<file path="src/rtl/core/ofgc_pkg.sv">
`default_nettype none
package ofgc_pkg;

  localparam int GRID_MAX_DEF    = 128;
  localparam int NUM_FIELDS_DEF  = 3;
  localparam int SAMPLE_BITS_DEF = 16;

  localparam int POS_W   = 7;
  localparam int CONC_W  = 16;
  localparam int DIM_W   = 8;
  localparam int SHIFT_W = 3;
  localparam int THR_W   = 35;
  localparam int CLS_W   = 3;
  localparam int LVL_W   = 3;
  localparam int IDX_W   = 17;
  localparam int SAT_W   = 21;
  localparam int SQ_W    = 2 * SAT_W;

  localparam int PADDR_W = 6;
  localparam int PDATA_W = 64;
  localparam int REG_W   = 3;

  localparam logic [REG_W-1:0] REG_GRID_WIDTH  = 3'd0;
  localparam logic [REG_W-1:0] REG_GRID_HEIGHT = 3'd1;
  localparam logic [REG_W-1:0] REG_BLOCK_SHIFT = 3'd2;
  localparam logic [REG_W-1:0] REG_BLOCKS_ROW  = 3'd3;
  localparam logic [REG_W-1:0] REG_ZERO_THR    = 3'd4;

  localparam logic [DIM_W-1:0]   GRID_WIDTH_RST  = 8'd128;
  localparam logic [DIM_W-1:0]   GRID_HEIGHT_RST = 8'd128;
  localparam logic [SHIFT_W-1:0] BLOCK_SHIFT_RST = 3'd0;
  localparam logic [DIM_W-1:0]   BLOCKS_ROW_RST  = 8'd128;
  localparam logic [THR_W-1:0]   ZERO_THR_RST    = 35'd0;

  localparam logic OP_WRITE = 1'b0;
  localparam logic OP_QUERY = 1'b1;

  localparam logic [CLS_W-1:0] CLS_RIGHT = 3'd0;
  localparam logic [CLS_W-1:0] CLS_UP    = 3'd1;
  localparam logic [CLS_W-1:0] CLS_LEFT  = 3'd2;
  localparam logic [CLS_W-1:0] CLS_DOWN  = 3'd3;
  localparam logic [CLS_W-1:0] CLS_ZERO  = 3'd4;

  // odor level limits in raw Q10.6: 0.1, 10, 50, 80
  localparam logic [31:0] ODOR_LIM0 = 32'd7;
  localparam logic [31:0] ODOR_LIM1 = 32'd640;
  localparam logic [31:0] ODOR_LIM2 = 32'd3200;
  localparam logic [31:0] ODOR_LIM3 = 32'd5120;

  typedef struct packed {
    logic valid;
    logic is_query;
    logic x_first;
    logic x_last;
    logic y_first;
    logic y_last;
  } ofgc_ctl_t;

endpackage
`default_nettype wire

</file>
<file path="src/rtl/core/ofgc_seq.sv">
`default_nettype none
module ofgc_seq #(
  parameter  int GRID_MAX   = 128,
  parameter  int NUM_FIELDS = 3,
  parameter  int SAMPLE_W   = 16,
  parameter  int COORD_W    = 8,
  localparam int DEPTH      = NUM_FIELDS * GRID_MAX * GRID_MAX,
  localparam int ADDR_W     = $clog2(DEPTH)
) (
  input  wire logic                          clk,
  input  wire logic                          rst,
  input  wire logic                          start,
  output logic                               busy,
  input  wire logic                          op,
  input  wire logic [1:0]                    field_sel,
  input  wire logic [ofgc_pkg::POS_W-1:0]    pos_x,
  input  wire logic [ofgc_pkg::POS_W-1:0]    pos_y,
  input  wire logic [ofgc_pkg::CONC_W-1:0]   conc_value,
  input  wire logic [ofgc_pkg::DIM_W-1:0]    grid_width,
  input  wire logic [ofgc_pkg::DIM_W-1:0]    grid_height,
  input  wire logic [ofgc_pkg::SHIFT_W-1:0]  block_shift,
  output logic                               mem_we,
  output logic      [ADDR_W-1:0]             mem_addr,
  output logic      [SAMPLE_W-1:0]           mem_wdata,
  input  wire logic [SAMPLE_W-1:0]           mem_rdata,
  output ofgc_pkg::ofgc_ctl_t                g_ctl,
  output logic      [SAMPLE_W-1:0]           g_here,
  output logic      [SAMPLE_W-1:0]           g_left,
  output logic      [SAMPLE_W-1:0]           g_right,
  output logic      [SAMPLE_W-1:0]           g_down,
  output logic      [SAMPLE_W-1:0]           g_up,
  output logic      [COORD_W-1:0]            g_bx,
  output logic      [COORD_W-1:0]            g_by
);
  import ofgc_pkg::*;

  localparam int CELLS = GRID_MAX * GRID_MAX;

  localparam logic [2:0] STEP_HERE  = 3'd0;
  localparam logic [2:0] STEP_LEFT  = 3'd1;
  localparam logic [2:0] STEP_RIGHT = 3'd2;
  localparam logic [2:0] STEP_DOWN  = 3'd3;
  localparam logic [2:0] STEP_UP    = 3'd4;

  logic                accept;
  logic                active;
  logic [2:0]          step;
  logic                last;

  logic                op_q;
  logic                wr_ok_q;
  logic [ADDR_W-1:0]   base_q;
  logic [COORD_W-1:0]  x_q;
  logic [COORD_W-1:0]  y_q;
  logic [SAMPLE_W-1:0] val_q;
  ofgc_ctl_t           flags_q;
  ofgc_ctl_t           flags_d;
  logic [COORD_W-1:0]  bx_d;
  logic [COORD_W-1:0]  by_d;

  logic                rd_pend;
  logic [2:0]          rd_step;
  logic                ack_pend;
  logic [SAMPLE_W-1:0] here_c;
  logic [SAMPLE_W-1:0] left_c;
  logic [SAMPLE_W-1:0] right_c;
  logic [SAMPLE_W-1:0] down_c;

  logic [COORD_W-1:0]  w_eff;
  logic [COORD_W-1:0]  h_eff;
  logic [COORD_W-1:0]  px;
  logic [COORD_W-1:0]  py;
  logic [COORD_W-1:0]  xs;
  logic [COORD_W-1:0]  ys;
  logic [ADDR_W-1:0]   base_next;
  ofgc_ctl_t           flags_next;
  logic [COORD_W-1:0]  xx;
  logic [COORD_W-1:0]  yy;

  assign accept = start && !busy;
  assign last   = (op_q == OP_WRITE) || (step == STEP_UP);
  assign busy   = active && !last;

  always_comb begin
    px = COORD_W'(pos_x);
    py = COORD_W'(pos_y);
    if (COORD_W'(grid_width) < COORD_W'(2)) begin
      w_eff = COORD_W'(2);
    end else if (COORD_W'(grid_width) > COORD_W'(GRID_MAX)) begin
      w_eff = COORD_W'(GRID_MAX);
    end else begin
      w_eff = COORD_W'(grid_width);
    end
    if (COORD_W'(grid_height) < COORD_W'(2)) begin
      h_eff = COORD_W'(2);
    end else if (COORD_W'(grid_height) > COORD_W'(GRID_MAX)) begin
      h_eff = COORD_W'(GRID_MAX);
    end else begin
      h_eff = COORD_W'(grid_height);
    end
    xs = (px >= w_eff) ? w_eff - COORD_W'(1) : px;
    ys = (py >= h_eff) ? h_eff - COORD_W'(1) : py;
    if (32'(field_sel) < 32'(NUM_FIELDS)) begin
      base_next = ADDR_W'(field_sel) * ADDR_W'(CELLS);
    end else begin
      base_next = ADDR_W'(NUM_FIELDS - 1) * ADDR_W'(CELLS);
    end
    flags_next          = '0;
    flags_next.is_query = op;
    flags_next.x_first  = (xs == '0);
    flags_next.x_last   = (xs + COORD_W'(1) == w_eff);
    flags_next.y_first  = (ys == '0);
    flags_next.y_last   = (ys + COORD_W'(1) == h_eff);
  end

  always_ff @(posedge clk) begin
    if (rst) begin
      active   <= 1'b0;
      step     <= STEP_HERE;
      rd_pend  <= 1'b0;
      ack_pend <= 1'b0;
    end else begin
      if (accept) begin
        active <= 1'b1;
        step   <= STEP_HERE;
      end else if (active) begin
        if (last) begin
          active <= 1'b0;
        end else begin
          step <= step + 3'd1;
        end
      end
      rd_pend  <= active && (op_q == OP_QUERY);
      ack_pend <= active && (op_q == OP_WRITE);
    end
  end

  always_ff @(posedge clk) begin
    if (accept) begin
      op_q    <= op;
      base_q  <= base_next;
      x_q     <= (op == OP_QUERY) ? xs : px;
      y_q     <= (op == OP_QUERY) ? ys : py;
      wr_ok_q <= (px < COORD_W'(GRID_MAX)) && (py < COORD_W'(GRID_MAX));
      val_q   <= SAMPLE_W'(conc_value);
      flags_q <= flags_next;
    end
    if (active && last) begin
      flags_d <= flags_q;
      bx_d    <= x_q >> block_shift;
      by_d    <= y_q >> block_shift;
    end
    rd_step <= step;
    if (rd_pend) begin
      case (rd_step)
        STEP_HERE:  here_c  <= mem_rdata;
        STEP_LEFT:  left_c  <= mem_rdata;
        STEP_RIGHT: right_c <= mem_rdata;
        STEP_DOWN:  down_c  <= mem_rdata;
        default: ;
      endcase
    end
  end

  // neighbor address for this step; an edge neighbor falls back to the center
  always_comb begin
    case (step)
      STEP_HERE: begin
        xx = x_q;
        yy = y_q;
      end
      STEP_LEFT: begin
        xx = flags_q.x_first ? x_q : x_q - COORD_W'(1);
        yy = y_q;
      end
      STEP_RIGHT: begin
        xx = flags_q.x_last ? x_q : x_q + COORD_W'(1);
        yy = y_q;
      end
      STEP_DOWN: begin
        xx = x_q;
        yy = flags_q.y_first ? y_q : y_q - COORD_W'(1);
      end
      STEP_UP: begin
        xx = x_q;
        yy = flags_q.y_last ? y_q : y_q + COORD_W'(1);
      end
      default: begin
        xx = x_q;
        yy = y_q;
      end
    endcase
  end

  assign mem_addr  = base_q + ADDR_W'(yy) * ADDR_W'(GRID_MAX) + ADDR_W'(xx);
  assign mem_we    = active && (op_q == OP_WRITE) && wr_ok_q;
  assign mem_wdata = val_q;

  always_comb begin
    g_ctl          = flags_d;
    g_ctl.valid    = (rd_pend && (rd_step == STEP_UP)) || ack_pend;
    g_ctl.is_query = rd_pend;
  end

  assign g_here  = here_c;
  assign g_left  = left_c;
  assign g_right = right_c;
  assign g_down  = down_c;
  assign g_up    = mem_rdata;
  assign g_bx    = bx_d;
  assign g_by    = by_d;

`ifndef NO_ASSERTIONS
  a_query_gather: assert property (@(posedge clk) disable iff (rst)
    (accept && (op == OP_QUERY)) |-> ##6 (g_ctl.valid && g_ctl.is_query))
    else $error("query item did not complete its five reads");
  a_write_ack: assert property (@(posedge clk) disable iff (rst)
    (accept && (op == OP_WRITE)) |-> ##2 (g_ctl.valid && !g_ctl.is_query))
    else $error("write item not acknowledged");
  a_we_no_read: assert property (@(posedge clk) disable iff (rst)
    mem_we |=> !rd_pend)
    else $error("memory write overlapped a query read");
`endif

endmodule
`default_nettype wire

</file>
<file path="config.mk">
export PLATFORM = sky130hd
export DESIGN_NAME = ofgc_seq
export DESIGN_NICKNAME = d
export VERILOG_FILES = /design/src/rtl/core/ofgc_pkg.sv /design/src/rtl/core/ofgc_seq.sv
export SDC_FILE = /design/constraint.sdc
export NUM_CORES = 1
export LEC_CHECK = 0
export BUFFER_PORTS_ARGS = -buffer_cell sky130_fd_sc_hd__clkbuf_2
export CORE_AREA = 2 2 118 120
export CTS_CLUSTER_SIZE = 24
export DETAILED_ROUTE_END_ITERATION = 7
export DIE_AREA = 0 0 120 122
export PLACE_DENSITY = 0.83
export SYNTH_ARGS = -nofsm -noshare
export SYNTH_HDL_FRONTEND = slang
export SYNTH_SLANG_ARGS = --single-unit
</file>
<file path="constraint.sdc">
create_clock -name clk -period 6.7 [get_ports clk]
set_clock_uncertainty 0.15 [all_clocks]
set_input_delay 0.67 -clock clk [delete_from_list [all_inputs] [get_ports clk]]
set_output_delay 0.67 -clock clk [all_outputs]
set_load 0.01 [all_outputs]
</file>
==> metrics.yaml, run 1 <==
routing:
  wl_per_cell_um: 16.6
  drtIter0Drc: 424
  wl_mm: 17.2
  via_count: 5782
  detail-route-antenna-nets: 0
  post-route-drc-count: 0
  first_pass_iters: 5
  viasPerCell: 5.59
sta:
  rsz0062_at_grt: "no"
  slew_violations: 0
  hold_violations: 0
  maxSlewHeadroom: 0.264
  final.setup.tns_ns: 0
  worst-slew-pin-transition_ns: 1.10
  fin_crit_ns: 4.54
  setup_viol: 0
  fin_crit_sh: 0.677
  fmax_ghz: 0.220
clock_network:
  clockBufferDepth: 2
  clkLatencyLatePin_ns: 0.41
  tritoncts: "done"
  cts_made_buffers: 17
  root_buffer: "clkbuf_16"
  htreeDepth: 4
  cts_sinks: 132
  clk_pin_slew_ns: 0.06
  post_cts_resize_count: 0
  cts_setup_buffers: 0
  cts_hold_buf: 0
global_route:
  grt_usage: 0.232
  grt_first_pass_wirelength_mm: 26.7
  grt_max_degree: 40
  globalRouteOverflowTotal: 0
  antenna_found_initial: 0
  grt_pass1_vias: 5292
finish:
  antennaDiodeCount: 0
  n_fill_cell: 1013
  nets: 941
  final_cells: 1034
  drive_gt1_frac: 0.316
  syn_to_final_growth_pct: 23.0
  fin_area_mm2: 0.00892
synth:
  ys.warnings.count: 0
  synth_seq_cells: 132
  synth-edff-count: 123
  syn_area_mm2: 0.00726
  async_flop_share: 0
  avgSynthCellArea_um2: 11.0
  synth_cell_type_count: 69
  synth-main-ff-cell: "edfxtp_1"
  syn_inst: 659
  yosysSeqAreaShare: 0.534
critical_path:
  worst-path-buf-inv: 1
  path_delay_family: "simple AND/OR/NAND/NOR gates"
  worst_setup_path_start_kind: "register"
  crit_chain: "or4_1, nor3_1, nand2b_1, o32ai_1, a21oi_1, a41oi_1, ha_1, ha_1, and3_1, and3_1, a31oi_1, xnor2_1, clkbuf_2"
  worst-path-max-fanout: 10
  cp-end-kind: "output port"
  max_stage_delay_ns: 0.61
  timing.critical_path.slowest_stage_cell: "or4_1"
  critPathKind: "register to output port"
  arrival_ns: 3.72
  cp.required_ns: 5.88
die:
  num_rows: 43
  initial_core_util: 0.537
  coreArea_mm2: 0.0135
  ios: 207
  die-height_um: 122
  die_area_mm2: 0.0146
  die_w_um: 120
pwr:
  fin_total_pwr_mw: 2.15
  ir_drop_mv: 0.193
  p_leak_nw: 3.63
  power.density_mw_per_mm2: 241
outcome:
  status: "finished clean"
placed_design:
  hpwlAfterDp_mm: 12.6
  place.gp.congestion: 0.884
  placed_area_mm2: 0.00834
  port_buffers: 206
  dp.cells: 1002
run:
  max_cap_viol_count: 0
min_path:
  min_path_type: "register to register"
[through the flow]
stage          hold slack (ns)   util  worst slack [ns]
3_5_place_dp             0.256  0.618              2.00
5_1_grt                  0.265  0.661              1.97
6_report                 0.280  0.661              2.16
4_1_cts                  0.270  0.661              2.15
2_1_floorplan            0.232      -              2.11
3_3_place_gp             0.252  0.618              2.11
[worst register-to-register path, delay by kind of cell, from the launching register on]
kind	cells	cell delay, ns
buf+inv	2	0.28
fa+ha+maj	1	0.18
simple gates	3	1.28
flops	1	0.38
[Yosys cell counts (3+ instances only)]
cell        n  area [um^2]
and3b_1     3         26.3
nor3b_1     3         22.5
clkbuf_1   24         90.1
mux2i_1    23          230
buf_1       4         15.0
or2_1       3         18.8
and4b_1     4         40.0
nor2b_1    13         81.3
o21ai_0    41          205
nor2_1     51          191
dfxtp_1     9          180
nand2b_1   10         62.6
a31oi_1    10         62.6
edfxtp_1  123         3690
and3_1     10         62.6
buf_4      18          135
inv_1      25         93.8
nand4_1     6         37.5
a22oi_1     3         22.5
xor2_1     12          105
nand2_1    48          180
or4_1       5         37.5
xnor2_1    21          184
o22ai_1     7         43.8
a21oi_1    39          195
a211oi_1    4         30.0
o211ai_1    4         30.0
nor4b_1     3         26.3
nor4_1      4         25.0
mux2_2     15          169
nor3_1     17         85.1
and2_1      5         31.3
nand3_1    15         75.1
or3_1       4         25.0
ha_1       29          363
[state kept, by name (all words and copies together) (netlist names), 4 cells and up]
signal,count
flags_q,4
g_right,16
g_by,8
g_here,16
x_q,8
g_down,16
g_ctl,4
g_bx,8
mem_wdata,16
g_left,16
y_q,8
[routing by layer]
layer | wire (um) | up-vias | GRT usage
met3 | 1070 | 21 | 0.0426
met2 | 8880 | 255 | 0.406
met4 | 228 | 0 | 0.0721
met1 | 7010 | 2702 | 0.295
li1 | - | 2804 | -
met5 | 0 | - | 0
[power breakdown]
group | total, mW | leakage, nW | switching (mW) | internal (mW)
sequential | 0.960 | 1.22 | 0.0267 | 0.933
clock | 0.901 | 0.272 | 0.348 | 0.553
combinational | 0.292 | 2.13 | 0.170 | 0.121
total | 2.15 | 3.63 | 0.545 | 1.61
[final cells by class]
class | instances | area, um^2 | share of cell area
inverter | 27 | 101 | 0.0114
timing repair buffer | 209 | 1050 | 0.118
clock buffer | 19 | 433 | 0.0485
sequential | 132 | 3870 | 0.434
clock inverter | 13 | 150 | 0.0168
multi-input combinational | 454 | 3090 | 0.346
tap | 180 | 225 | 0.0252
[final timing paths]
path | slack, ns | cells past startpoint | start | to
setup / recovery | 2.16 | 13 | x_q[2] | mem_addr[15]
hold / removal | 0.28 | 0 | step[1] | rd_step[1]
hold reg to reg | 0.28 | 0 | step[1] | rd_step[1]
setup reg to reg | 4.04 | 6 | step[0] | x_q[7]
[layout by cell type, fill, tap and decap left out, drive strengths merged, types with 17 or more instances in the layout]
cell type and count:
nand2 48, xnor2 21, clkbuf 225, ha 29, nor2 51, edfxtp 123
o21ai 43, mux2i 23, a21oi 39, nor3 17, inv 31
[kinds of logic (layout without fill, tap and decap cells)]
family | after synthesis | after routing | synth area share
multiplexers | 39 | 39 | 0.0571
flip-flops | 132 | 132 | 0.534
XOR/XNOR | 33 | 33 | 0.0398
adder cells (fa/ha/maj) | 29 | 29 | 0.0500
other | 1 | 2 | 0.000517
AND/OR/NAND/NOR | 214 | 214 | 0.155
AO/OA/AOI/OAI | 137 | 137 | 0.116
buffers and inverters | 74 | 268 | 0.0478
No activity file was read; power rests on OpenSTA's default activity.
==> inputs of run 2 (changes only) <==
Settings changed: ABC_AREA set to 1, CORE_AREA 2 2 118 120 to 2 2 121 123, DIE_AREA 0 0 120 122 to 0 0 123 125, PLACE_DENSITY 0.83 to 0.8.
Clock period 6.7 ns to 4.34 ns, I/O delays scaled along.
==> run 2 against run 1 <==
Critical path depth increased by 3. Largest cell class unchanged. Critical endpoint unchanged. Hold slack lost 0.23 ns. Wire length rose by 0.41%. Non-clock buffer count up 1. Synthesized cell count up 25%. Count of clock-buffer cells in the layout shrank 2. Final cell count increased by 18%. Sequential cell count unchanged. Clock power increased by 63%. Core utilization fell by 2.0 points. Synthesized area grew 1.6%. Register-to-register slack got worse by 2.3 ns.
==> metrics.yaml, run 2 <==
outcome:
  status: "finished clean"  # unchanged
synth:
  avgSynthCellArea_um2: 8.93  # was 11.0 um^2
  yosys-top-cells-area: "edfxtp_1 50%, nand2_1 11%, ha_1 4.9%, inv_1 4.8%, o21ai_0 4.3%"  # was edfxtp_1 51%, ha_1 5.0%, mux2i_1 3.2%, o21ai_0 2.8%, a21oi_1 2.7%
  synth_commonest_cells: "213 x nand2_1, 123 x edfxtp_1, 94 x inv_1, 65 x nor2_1, 63 x o21ai_0"  # was 123 x edfxtp_1, 51 x nor2_1, 48 x nand2_1, 41 x o21ai_0, 39 x a21oi_1
  synth_top_area_cell: "edfxtp_1"  # unchanged
  synth-main-ff-cell: "edfxtp_1"  # unchanged
  syn_area_mm2: 0.00737  # was 0.00726 mm^2
  synth-edff-count: 123  # unchanged
  synth_cell_type_count: 42  # was 69
  synth_seq_cells: 132  # unchanged
  ys.warnings.count: 0  # unchanged
  yosysSeqAreaShare: 0.526  # was 0.534
  async_flop_share: 0  # unchanged
  syn_inst: 825  # was 659
  yosysMostFrequentCell: "nand2_1"  # was edfxtp_1
  synth_top_area_frac: 0.501  # was 0.509
clock_network:
  clockBufferDepth: 2  # unchanged
  htreeDepth: 4  # unchanged
  tritoncts: "done"  # unchanged
  root_buffer: "clkbuf_16"  # unchanged
  cts_made_buffers: 17  # unchanged
  clk_pin_slew_ns: 0.06  # about the same
  cts_sinks: 132  # unchanged
  clkLatencyLatePin_ns: 0.41  # about the same
critical_path:
  rr_endpoint: "step[2]"  # was x_q[7]
  worst-path-max-fanout: 7  # was 10
  arrival_ns: 3.47  # was 3.72 ns
  r2r_cells: 8  # was 6
  crit_chain: "nor2_1, inv_1, nor4_2, inv_1, nor2_1, nand2_1, xor2_1, o211ai_1, ha_1, ha_1, nand4_1, nor3_2, nand2_1, o21bai_1, xor2_1, clkbuf_2"  # was or4_1, nor3_1, nand2b_1, o32ai_1, a21oi_1, a41oi_1, ha_1, ha_1, and3_1, and3_1, a31oi_1, xnor2_1, clkbuf_2
  cp.required_ns: 3.76  # was 5.88 ns
  critPathKind: "register to output port"  # unchanged
  worst-path-buf-inv: 3  # was 1
  path_delay_family: "simple AND/OR/NAND/NOR gates"  # unchanged
  max_stage_delay_ns: 0.50  # was 0.61 ns
  timing.critical_path.slowest_stage_cell: "edfxtp_1"  # was or4_1
  path_depth: 16  # was 13
  ff2ff_setup_slack_ns: 1.71  # was 4.04 ns
  worst_setup_path_start_kind: "register"  # unchanged
  r2r_start: "step[0]"  # unchanged
  cp-end-kind: "output port"  # unchanged
global_route:
  grt_usage: 0.224  # was 0.232
  grt_pass1_vias: 5673  # was 5292
  grt_max_degree: 41  # was 40
  grt_first_pass_wirelength_mm: 27.2  # was 26.7 mm
  globalRouteOverflowTotal: 0  # unchanged
  antenna_found_initial: 0  # unchanged
finish:
  drive_gt1_frac: 0.279  # was 0.316
  layout_common_cells: "213 x nand2_1, 206 x clkbuf_2, 123 x edfxtp_1, 94 x inv_1, 64 x nor2_1"  # was 206 x clkbuf_2, 123 x edfxtp_1, 50 x nor2_1, 48 x nand2_1, 41 x o21ai_0
  antennaDiodeCount: 0  # unchanged
  n_fill_cell: 1174  # was 1013
  syn_to_final_growth_pct: 23.6  # was 23.0%
  mostFrequentLayoutCell: "nand2_1"  # was clkbuf_2
  nets: 1122  # was 941
pwr:
  fin_total_pwr_mw: 3.44  # was 2.15 mW
  ir_drop_mv: 0.264  # was 0.193 mV
  p_leak_nw: 4.13  # was 3.63 nW
  power.density_mw_per_mm2: 377  # was 241 mW/mm^2
sta:
  hold_violations: 0  # unchanged
  fin_crit_ns: 4.05
  final.setup.tns_ns: 0  # unchanged
  fin_crit_sh: 0.933
  slew_violations: 0  # unchanged
  worst-slew-pin-transition_ns: 1.19  # was 1.10 ns
  rsz0062_at_grt: "no"  # unchanged
  maxSlewHeadroom: 0.207  # was 0.264
  fmax_ghz: 0.247
  setup_viol: 0  # unchanged
routing:
  first_pass_iters: 5  # unchanged
  wl_per_cell_um: 14.2  # was 16.6 um
  drtIter0Drc: 370  # was 424
  via_count: 6286  # was 5782
  post-route-drc-count: 0  # unchanged
  viasPerCell: 5.16  # was 5.59
  detail-route-antenna-nets: 0  # unchanged
  wl_mm: 17.3  # was 17.2 mm
run:
  max_cap_viol_count: 0  # unchanged
die:
  die_area_mm2: 0.0154  # was 0.0146 mm^2
  ios: 207  # unchanged
  num_rows: 44  # was 43
  die-height_um: 125  # was 122 um
  die_w_um: 123  # was 120 um
  coreArea_mm2: 0.0142  # was 0.0135 mm^2
  initial_core_util: 0.519  # was 0.537
min_path:
  hold_path.startpoint: "conc_value[12]"  # was step[1]
  min_path_type: "primary input to register"  # was register to register
  whs_endpoint: "mem_wdata[12]"  # was rd_step[1]
  min_path_cells: 1  # was 0
placed_design:
  hpwlAfterDp_mm: 13.1  # was 12.6 mm
  place.gp.congestion: 0.944  # was 0.884
  port_buffers: 206  # unchanged
## run 2: timing repair
action | 4_1_cts | 5_1_grt
hold buffers | 0 | 0
setup endpoints to repair | 0 | 1
gates resized for setup | 0 | 1
buffers inserted | 0 | 0
## run 2: power breakdown
group	total, mW	switching (mW)	internal (mW)
Clock	1.47	0.591	0.877
Sequential	1.47	0.0298	1.44
Combinational	0.499	0.325	0.174
Total	3.44	0.945	2.49
## run 2: per-layer routing
| metal | GRT usage | routed length [um] | vias up |
|---|---|---|---|
| li1 | - | - | 3190 |
| met1 | 0.278 | 7200 | 2827 |
| met2 | 0.393 | 8710 | 249 |
| met3 | 0.0388 | 1070 | 20 |
| met4 | 0.0735 | 270 | 0 |
| met5 | 0 | 0 | - |
## run 2: cell type report
cell class,instances,area (um^2),area share
flip-flops and latches,132,3870,0.425
multi-input cells,561,2960,0.324
repair buffers,210,1060,0.116
clock buffers,17,425,0.0467
inverters,100,375,0.0412
well taps,184,230,0.0253
clock inverters,15,188,0.0206
## run 2: cell families (layout without fill, tap and decap cells)
group,count (synthesis),after routing,share of synthesized area
adder cells (fa/ha/maj),29,29,0.0492
buffers and inverters,133,342,0.0784
flip-flops,132,132,0.526
other,1,2,0.000509
AND/OR/NAND/NOR,397,397,0.237
XOR/XNOR,11,11,0.0131
AO/OA/AOI/OAI,122,122,0.0957
## run 2: how the worst max path moves through the flow
stage	start	to	slack, ns
2_1_floorplan	step[0]	step[0]	1.07
3_3_place_gp	flags_q[2]	mem_addr[15]	0.74
3_5_place_dp	flags_q[2]	mem_addr[15]	0.68
4_1_cts	flags_q[2]	mem_addr[15]	0.22
5_1_grt	flags_q[2]	mem_addr[15]	0.04
6_report	flags_q[2]	mem_addr[15]	0.29
## run 2: stage by stage
step                instance area (um^2)  setup WS [ns]  instances  hold WS, ns  utilization
floorplan                           7370           1.07        826        0.226            -
global placement                    8490          0.743       1187        0.259        0.598
detailed placement                  8490          0.685       1187        0.255        0.598
CTS                                 9100          0.223       1219       0.0325        0.641
global route                        9110         0.0424       1219       0.0225        0.641
finish                              9110          0.290       1219       0.0471        0.641
